[src/assert_macros.svh]
// ----------------------------------------------------------------------------
// Assertion macros
// Shared concurrent assertion forms, clocked on clk and idle during reset.
// ----------------------------------------------------------------------------
`ifndef ASSERT_MACROS_SVH
`define ASSERT_MACROS_SVH

// Property must hold at every clock edge out of reset.
`define ASSERT_CLK(label, prop, msg) \
    label: assert property (@(posedge clk) disable iff (!rst_n) (prop)) else $error(msg);

// Condition must never be seen at a clock edge out of reset.
`define ASSERT_NEVER(label, cond, msg) \
    label: assert property (@(posedge clk) disable iff (!rst_n) !(cond)) else $error(msg);

`endif

[src/oaht_pkg.sv]
// ----------------------------------------------------------------------------
// oaht_pkg
// Types and constants shared by the open addressing hash table modules.
// ----------------------------------------------------------------------------
package oaht_pkg;

    localparam int KEY_W    = 31;
    localparam int SIZE_W   = 5;
    localparam int IDX_W    = 4;
    localparam int CNT_W    = 5;
    localparam int MODE_W   = 2;
    localparam int MAX_SIZE = 31;   // largest size the size register can name

    localparam logic OP_INSERT = 1'b0;
    localparam logic OP_SEARCH = 1'b1;

    localparam logic [MODE_W-1:0] MODE_LINEAR = 2'd0;
    localparam logic [MODE_W-1:0] MODE_QUAD   = 2'd1;
    localparam logic [MODE_W-1:0] MODE_DOUBLE = 2'd2;

    localparam logic REG_PROBE_MODE = 1'b0;
    localparam logic REG_TABLE_SIZE = 1'b1;

    localparam logic [MODE_W-1:0] MODE_RESET = MODE_LINEAR;
    localparam logic [SIZE_W-1:0] SIZE_RESET = 5'd16;
    localparam logic [SIZE_W-1:0] MIN_SIZE   = 5'd2;

    typedef struct packed {
        logic             opcode;
        logic [KEY_W-1:0] key;
    } in_word_t;

    typedef struct packed {
        logic             success;
        logic [IDX_W-1:0] slot_index;
        logic [CNT_W-1:0] probe_count;
    } out_word_t;

    typedef struct packed {
        logic accept;
        logic div_step;
        logic advance;
        logic finish;
        logic success;
        logic write;
        logic publish;
    } dp_cmd_t;

    typedef struct packed {
        logic div_last;
        logic slot_valid;
        logic key_match;
        logic is_search;
        logic last_probe;
        logic out_free;
    } dp_status_t;

endpackage

[src/open_addressing_hash_table_unit.sv]
// ----------------------------------------------------------------------------
// open_addressing_hash_table_unit
// Open addressing hash table: insert or search one key per word, probing
// linearly, quadratically or by double hashing under a mode register.
//
//   channel | direction | handshake           | word
//   --------+-----------+---------------------+---------------------------
//   in      | input     | in_valid/in_ready   | in_data  (opcode, key)
//   out     | output    | out_valid/out_ready | out_data (success, slot,
//           |           |                     |           probe count)
//   cfg     | input     | APB psel/penable    | probe_mode, table_size
//
// A word makes between one probe and one probe per slot in use. The serial
// remainder unit takes the key one bit at a time; every probe is a registered
// key RAM read followed by its check.
// Reset empties the table at once through per-slot valid flops; no sweep.
// A finished word waits in the output register while the next word is taken;
// a second result waits inside until that register frees up.
// ----------------------------------------------------------------------------
`include "assert_macros.svh"

module open_addressing_hash_table_unit #(
    parameter int SLOTS = 16
) (
    input  logic                clk,
    input  logic                rst_n,
    input  logic                in_valid,
    output logic                in_ready,
    input  oaht_pkg::in_word_t  in_data,
    output logic                out_valid,
    input  logic                out_ready,
    output oaht_pkg::out_word_t out_data,
    input  logic                psel,
    input  logic                penable,
    input  logic                pwrite,
    input  logic [2:0]          paddr,
    input  logic [31:0]         pwdata,
    output logic [31:0]         prdata,
    output logic                pready
);
    import oaht_pkg::*;

    logic [MODE_W-1:0] probe_mode_reg;
    logic [SIZE_W-1:0] table_size_reg;
    logic              cfg_write;
    logic              reg_sel;
    dp_cmd_t           cmd;
    dp_status_t        status;

    assign pready    = 1'b1;
    assign cfg_write = psel && penable && pwrite;
    assign reg_sel   = paddr[2];

    always_ff @(posedge clk or negedge rst_n)
    begin
        if (!rst_n)
        begin
            probe_mode_reg <= MODE_RESET;
            table_size_reg <= SIZE_RESET;
        end
        else if (cfg_write)
        begin
            case (reg_sel)
                REG_PROBE_MODE: probe_mode_reg <= pwdata[MODE_W-1:0];
                REG_TABLE_SIZE: table_size_reg <= pwdata[SIZE_W-1:0];
                default:        ;
            endcase
        end
    end

    always_comb
    begin
        case (reg_sel)
            REG_PROBE_MODE: prdata = 32'(probe_mode_reg);
            REG_TABLE_SIZE: prdata = 32'(table_size_reg);
            default:        prdata = '0;
        endcase
    end

    oaht_ctrl u_ctrl (
        .clk      (clk),
        .rst_n    (rst_n),
        .in_valid (in_valid),
        .in_ready (in_ready),
        .status   (status),
        .cmd      (cmd)
    );

    oaht_dp #(
        .SLOTS (SLOTS)
    ) u_dp (
        .clk        (clk),
        .rst_n      (rst_n),
        .in_data    (in_data),
        .probe_mode (probe_mode_reg),
        .table_size (table_size_reg),
        .cmd        (cmd),
        .status     (status),
        .out_valid  (out_valid),
        .out_ready  (out_ready),
        .out_data   (out_data)
    );

    // a taken word keeps the input closed until its result is handed off
    `ASSERT_CLK(a_busy_after_accept, in_valid && in_ready |=> !in_ready, "ready after accept")
    `ASSERT_CLK(a_result_from_busy, $rose(out_valid) |-> !$past(in_ready), "result while idle")
    `ASSERT_NEVER(a_zero_probes, out_valid && out_data.probe_count == '0, "zero probe count")

endmodule

[src/oaht_ram.sv]
// ----------------------------------------------------------------------------
// oaht_ram
// Generic single write port RAM with registered read.
// ----------------------------------------------------------------------------
module oaht_ram #(
    parameter int WIDTH = 31,
    parameter int DEPTH = 16
) (
    input  logic                     clk,
    input  logic                     we,
    input  logic [$clog2(DEPTH)-1:0] waddr,
    input  logic [WIDTH-1:0]         wdata,
    input  logic [$clog2(DEPTH)-1:0] raddr,
    output logic [WIDTH-1:0]         rdata
);

    logic [WIDTH-1:0] mem [DEPTH];

    always_ff @(posedge clk)
    begin
        if (we)
        begin
            mem[waddr] <= wdata;
        end
        rdata <= mem[raddr];
    end

endmodule

[src/oaht_ctrl.sv]
// ----------------------------------------------------------------------------
// oaht_ctrl
// Sequencer: remainder steps, probe read/check loop, result hand-off.
// ----------------------------------------------------------------------------
module oaht_ctrl (
    input  logic                 clk,
    input  logic                 rst_n,
    input  logic                 in_valid,
    output logic                 in_ready,
    input  oaht_pkg::dp_status_t status,
    output oaht_pkg::dp_cmd_t    cmd
);
    import oaht_pkg::*;

    typedef enum logic [4:0] {
        S_IDLE  = 5'b00001,
        S_DIV   = 5'b00010,
        S_READ  = 5'b00100,
        S_CHECK = 5'b01000,
        S_DONE  = 5'b10000
    } state_t;

    state_t state_reg, state_next;
    logic   hit;
    logic   stop;

    always_comb
    begin
        hit  = status.is_search ? (status.slot_valid && status.key_match) : !status.slot_valid;
        stop = hit || (status.is_search && !status.slot_valid) || status.last_probe;
    end

    always_comb
    begin
        state_next = state_reg;
        cmd        = '0;
        in_ready   = 1'b0;
        case (state_reg)
            S_IDLE:
            begin
                in_ready   = 1'b1;
                cmd.accept = in_valid;
                if (in_valid)
                begin
                    state_next = S_DIV;
                end
            end
            S_DIV:
            begin
                cmd.div_step = 1'b1;
                if (status.div_last)
                begin
                    state_next = S_READ;
                end
            end
            S_READ:
            begin
                state_next = S_CHECK;
            end
            S_CHECK:
            begin
                cmd.finish  = stop;
                cmd.success = hit;
                cmd.write   = hit && !status.is_search;
                cmd.advance = !stop;
                state_next  = stop ? S_DONE : S_READ;
            end
            S_DONE:
            begin
                cmd.publish = status.out_free;
                if (status.out_free)
                begin
                    state_next = S_IDLE;
                end
            end
            default:
            begin
                state_next = S_IDLE;
            end
        endcase
    end

    always_ff @(posedge clk or negedge rst_n)
    begin
        if (!rst_n)
        begin
            state_reg <= S_IDLE;
        end
        else
        begin
            state_reg <= state_next;
        end
    end

endmodule

[src/oaht_dp.sv]
// ----------------------------------------------------------------------------
// oaht_dp
// Datapath: serial remainder unit, probe position walk, slot store, result.
// ----------------------------------------------------------------------------
module oaht_dp #(
    parameter int SLOTS = 16
) (
    input  logic                           clk,
    input  logic                           rst_n,
    input  oaht_pkg::in_word_t             in_data,
    input  logic [oaht_pkg::MODE_W-1:0]    probe_mode,
    input  logic [oaht_pkg::SIZE_W-1:0]    table_size,
    input  oaht_pkg::dp_cmd_t              cmd,
    output oaht_pkg::dp_status_t           status,
    output logic                           out_valid,
    input  logic                           out_ready,
    output oaht_pkg::out_word_t            out_data
);
    import oaht_pkg::*;

    // Only slots below the largest programmable size are ever reached.
    localparam int USED = (SLOTS > MAX_SIZE) ? MAX_SIZE : SLOTS;
    localparam int AW   = $clog2(USED);
    localparam logic [SIZE_W-1:0] USED_N = SIZE_W'(USED);
    localparam logic [SIZE_W-1:0] LAST_BIT = SIZE_W'(KEY_W - 1);

    logic [SIZE_W-1:0] n;
    logic [SIZE_W-1:0] n_m1;

    logic              op_reg;
    logic [KEY_W-1:0]  key_reg;
    logic [KEY_W-1:0]  shift_reg;
    logic [SIZE_W-1:0] div_cnt_reg;
    logic [SIZE_W-1:0] r1_reg, r1_next;
    logic [SIZE_W-1:0] r2_reg, r2_next;
    logic [SIZE_W-1:0] pos_reg;
    logic [SIZE_W-1:0] delta_reg;
    logic [CNT_W-1:0]  probe_idx_reg;
    logic [SIZE_W:0]   t1, t2, pos_sum, delta_sum;
    logic [SIZE_W-1:0] pos_step, delta_step;
    logic              res_ok_reg;
    logic [IDX_W-1:0]  res_slot_reg;
    logic [CNT_W-1:0]  res_cnt_reg;
    logic              out_valid_reg;
    out_word_t         out_reg;
    logic [USED-1:0]   valid_reg;
    logic [AW-1:0]     slot_addr;
    logic [KEY_W-1:0]  ram_rdata;

    always_comb
    begin
        if (table_size < MIN_SIZE)
        begin
            n = MIN_SIZE;
        end
        else if (table_size > USED_N)
        begin
            n = USED_N;
        end
        else
        begin
            n = table_size;
        end
        n_m1 = n - SIZE_W'(1);
    end

    // one key bit per cycle into both remainders: key mod n, key mod (n-1)
    always_comb
    begin
        t1 = {r1_reg, shift_reg[KEY_W-1]};
        t2 = {r2_reg, shift_reg[KEY_W-1]};
        r1_next = (t1 >= {1'b0, n})    ? SIZE_W'(t1 - {1'b0, n})    : SIZE_W'(t1);
        r2_next = (t2 >= {1'b0, n_m1}) ? SIZE_W'(t2 - {1'b0, n_m1}) : SIZE_W'(t2);
    end

    // next probe position and the quadratic increment, both kept below n
    always_comb
    begin
        pos_sum    = {1'b0, pos_reg} + {1'b0, delta_reg};
        pos_step   = (pos_sum >= {1'b0, n}) ? SIZE_W'(pos_sum - {1'b0, n}) : SIZE_W'(pos_sum);
        delta_sum  = {1'b0, delta_reg} + (SIZE_W + 1)'(2);
        delta_step = (delta_sum >= {1'b0, n}) ? SIZE_W'(delta_sum - {1'b0, n})
                                               : SIZE_W'(delta_sum);
    end

    assign slot_addr = pos_reg[AW-1:0];

    always_ff @(posedge clk)
    begin
        if (cmd.accept)
        begin
            op_reg        <= in_data.opcode;
            key_reg       <= in_data.key;
            shift_reg     <= in_data.key;
            div_cnt_reg   <= '0;
            r1_reg        <= '0;
            r2_reg        <= '0;
            probe_idx_reg <= '0;
        end
        if (cmd.div_step)
        begin
            shift_reg   <= {shift_reg[KEY_W-2:0], 1'b0};
            div_cnt_reg <= div_cnt_reg + SIZE_W'(1);
            r1_reg      <= r1_next;
            r2_reg      <= r2_next;
            if (status.div_last)
            begin
                pos_reg <= r1_next;
                if (probe_mode == MODE_LINEAR || probe_mode == MODE_QUAD)
                begin
                    delta_reg <= SIZE_W'(1);
                end
                else
                begin
                    delta_reg <= r2_next + SIZE_W'(1);
                end
            end
        end
        if (cmd.advance)
        begin
            pos_reg       <= pos_step;
            probe_idx_reg <= probe_idx_reg + CNT_W'(1);
            if (probe_mode == MODE_QUAD)
            begin
                delta_reg <= delta_step;
            end
        end
        if (cmd.finish)
        begin
            res_ok_reg   <= cmd.success;
            res_slot_reg <= cmd.success ? pos_reg[IDX_W-1:0] : '0;
            res_cnt_reg  <= probe_idx_reg + CNT_W'(1);
        end
        if (cmd.publish)
        begin
            out_reg.success     <= res_ok_reg;
            out_reg.slot_index  <= res_slot_reg;
            out_reg.probe_count <= res_cnt_reg;
        end
    end

    always_ff @(posedge clk or negedge rst_n)
    begin
        if (!rst_n)
        begin
            valid_reg     <= '0;
            out_valid_reg <= 1'b0;
        end
        else
        begin
            if (cmd.write)
            begin
                valid_reg[slot_addr] <= 1'b1;
            end
            if (cmd.publish)
            begin
                out_valid_reg <= 1'b1;
            end
            else if (out_ready)
            begin
                out_valid_reg <= 1'b0;
            end
        end
    end

    oaht_ram #(
        .WIDTH (KEY_W),
        .DEPTH (USED)
    ) u_key_ram (
        .clk   (clk),
        .we    (cmd.write),
        .waddr (slot_addr),
        .wdata (key_reg),
        .raddr (slot_addr),
        .rdata (ram_rdata)
    );

    always_comb
    begin
        status.div_last   = (div_cnt_reg == LAST_BIT);
        status.slot_valid = valid_reg[slot_addr];
        status.key_match  = (ram_rdata == key_reg);
        status.is_search  = (op_reg == OP_SEARCH);
        status.last_probe = (probe_idx_reg == CNT_W'(n_m1));
        status.out_free   = !out_valid_reg || out_ready;
    end

    assign out_valid = out_valid_reg;
    assign out_data  = out_reg;

endmodule
[config.mk]
export PLATFORM = sky130hd
export DESIGN_NAME = open_addressing_hash_table_unit
export DESIGN_NICKNAME = d
export VERILOG_FILES = /design/src/oaht_pkg.sv /design/src/open_addressing_hash_table_unit.sv /design/src/oaht_ram.sv /design/src/oaht_ctrl.sv /design/src/oaht_dp.sv
export VERILOG_INCLUDE_DIRS = /design/src /design/src/src
export SDC_FILE = /design/constraint.sdc
export NUM_CORES = 1
export LEC_CHECK = 0
export BUFFER_PORTS_ARGS = -buffer_cell sky130_fd_sc_hd__buf_2
export CORE_MARGIN = 5
export CORE_UTILIZATION = 57
export CTS_BUF_LIST = sky130_fd_sc_hd__clkbuf_8
export DETAILED_ROUTE_END_ITERATION = 8
export PLACE_DENSITY = 0.78
export SKIP_CTS_REPAIR_TIMING = 1
export SYNTH_ARGS = -nofsm -noshare
export SYNTH_HDL_FRONTEND = slang
export SYNTH_SLANG_ARGS = --single-unit
[constraint.sdc]
create_clock -name clk -period 4 [get_ports clk]
set_input_delay 0.2 -clock clk [delete_from_list [all_inputs] [get_ports clk]]
set_output_delay 0.2 -clock clk [all_outputs]
set_load 0.03 [all_outputs]
==> out/results.txt <==
GRT Total Usage - 21.5%
RR Startpoint - table_size_reg[3]
Initial Util - 57.5%
Clk Latency, worst-skew pair - 0.67 ns
Num rows - 79
# IOs - 119
DP Area - 28,100 µm²
Drt pass-1 iters - 5
Count leader, synth - edfxtp_1
Design area - 30,400 µm²
Max incr delay on CP - 0.45 ns
Worst VDD drop - 0.479 mV
Number of flip-flops in the largest register - 496
Dpl hpwl - 31,000 µm
CP max stage cell - dfrtp_1
Tcrit/Tclk final - 95.9%
Area contributors post-synth - edfxtp_1 68%, mux4_2 13%, dfxtp_1 2.7%
Slew headroom - 31.0%
Setup Skew - 0.0294 ns
Max Fclk - 0.261 GHz
Power Density - 541 nW/µm²
Maximum capacitance violations - 0
Synth Register Bits - 669
Core ar. - 46,500 µm²
CP startpoint kind - flip-flop
Register area share after synthesis - 73.3%
Nets - 1,624
DRT iter0 DRCs - 1,407
Post-synth top cells - 604 x edfxtp_1, 159 x mux4_2, 46 x xnor2_1
Start point of the critical path - table_size_reg[3]
Outcome - finished clean
Placed Cells - 1,977
Fill count - 2,957
Antenna-violating nets left - 0
Worst R2R End - u_dp.delta_reg[4]
CP Class - flip-flop to flip-flop
WL final - 54,700 µm
H-Tree Depth - 3
Crit path DAT - 4.39 ns
CP max FO - 7
Critical Path, Cell by Cell - o311a_1, inv_1, ha_2, xnor2_1, ha_1, nor2b_1, o311a_1, or2_4, o21ai_1, inv_1, ha_2, and4_1, a21o_1, a211o_1, mux2_2
Worst R2R Path Depth - 15
CTS max path bufs - 3
First-pass GRT wire length - 82,200 µm
Synth warn - 0
Reg clk slew, reported paths - 0.07 ns
Minimum clock period - 3.84 ns
Worst Setup EP - u_dp.delta_reg[4]
Placer congestion estimate - 0.853
Root buffer cell - clkbuf_8
Post-synth EDFFs - 604
Distinct cells, synth - 62
Non-Filler Instances - 2,203
HP Class - input port to flip-flop
Fraction of registers with async set/reset - 4.33%
Fraction of layout cells with a size suffix above 1 - 27.5%
Number of cells produced by synthesis - 1,318
CP endpoint kind - flip-flop
Area Overhead vs Synth - 13.6%
Least-Margin Pin Slew - 1.03 ns
Die span in x - 227 µm
Input/output buffers - 61
GRT overflow - 0
TritonCTS buffer count - 101
Die Height - 227 µm
Main synth FF type - edfxtp_1
LEAKAGE - 0.0105 µW
Reg2Reg Setup Slack - 0.16 ns
Die area - 51,300 µm²
Final Setup Violations - 0
Yosys top cell by area - edfxtp_1
Initial antenna violation count - 0
Drt via density - 6.01
Vias - 13.2k
Mapped cell area - 26,700 µm²
Max-slew violations - 0
Largest net degree at the start of global routing - 114
Vias in the first global route - 13.5k
Top cell type's share of synthesized area - 67.9%
CTS tree - yes
Number of clock sinks - 669
Worst path required time - 4.56 ns
ANT cells - 0
DRC viols - 0
Wire length per cell - 24.8 µm
Largest Register - u_dp.u_key_ram.mem
Final hold vios - 0
Mean post-synth cell area - 20.3 µm²
area by class of cell:
type,instances,area [µm²],area share (%)
clock inverter,74,350,1.15
clock buffer,111,1530,5.03
tap,607,759,2.50
sequential,669,19600,64.5
multi-input combinational,563,6730,22.2
timing repair buffer,151,1300,4.27
inverter,28,105,0.346
worst min path at each step:
stage,from,end,slack [ns],cells after the start
floorplan,rst_n,probe_mode_reg[0],-0.1,0
global placement,rst_n,u_dp.out_valid,0.27,1
detailed placement,rst_n,u_dp.out_valid,0.28,1
CTS,rst_n,probe_mode_reg[0],-0.45,1
global route,in_valid,u_ctrl.state_reg[1],0.05,3
finish,in_valid,u_ctrl.state_reg[1],0.08,3
critical path: cells and delay by family (launching register included):
family	cells	cell delay (ns)
AO/OA/AOI/OAI	5	1.38
XOR/XNOR	1	0.08
adder cells (fa/ha/maj)	3	0.77
buffers and inverters	2	0.17
flip-flops	1	0.45
multiplexers	1	0.26
AND/OR/NAND/NOR	3	0.63
routing by layer:
layer / wire length [µm] / GRT usage [%]
met1: 22100 / 31.1
met2: 27700 / 35.1
met3: 4140 / 4.18
met4: 785 / 4.77
met5: 0 / 0
layout by cell type, fill, tap and decap left out, drive strengths merged, types with 3 or more instances in the layout:
cell / instances
o21ai: 14
mux2: 13
clkinv: 24
xnor2: 46
buf: 110
a21o: 7
dfrtp: 27
clkinvlp: 3
nand4: 12
fa: 5
and3: 24
conb: 28
nor2: 35
nand2: 14
inv: 74
a31o: 16
dfxtp: 36
edfxtp: 604
and2: 11
nor2b: 9
dlygate4sd3: 41
or3: 3
nand3: 15
or2: 3
mux2i: 18
a22o: 31
clkbuf: 111
xor2: 11
a21oi: 14
nor3b: 5
mux4: 159
ha: 31
report_power, final:
part | switching, µW | internal, µW | total, µW
Sequential | 477 | 8370 | 8850
Clock | 2500 | 2620 | 5120
Combinational | 1390 | 1050 | 2440
Total | 4370 | 12000 | 16400
logic make-up after synthesis:
group	share of synthesized area, %
buffers and inverters	2.08
adder cells (fa/ha/maj)	1.83
multiplexers	14.6
flip-flops	73.3
other	0.0281
AND/OR/NAND/NOR	3.09
AO/OA/AOI/OAI	3.05
XOR/XNOR	2.04
stage by stage:
step	setup slack (ns)	TNS (ns)	utilization (%)	power, µW	hold WS [ns]
floorplan	0.0164	0	-	10500	-0.0956
global placement	0.151	0	60.4	11200	0.268
detailed placement	0.0596	0	60.4	11300	0.282
CTS	0.0482	0	64.4	16400	-0.454
global route	-0.00960	-0.00960	65.3	17100	0.0498
finish	0.162	0	65.3	16400	0.0781
Power figures use the tool's default switching activity.
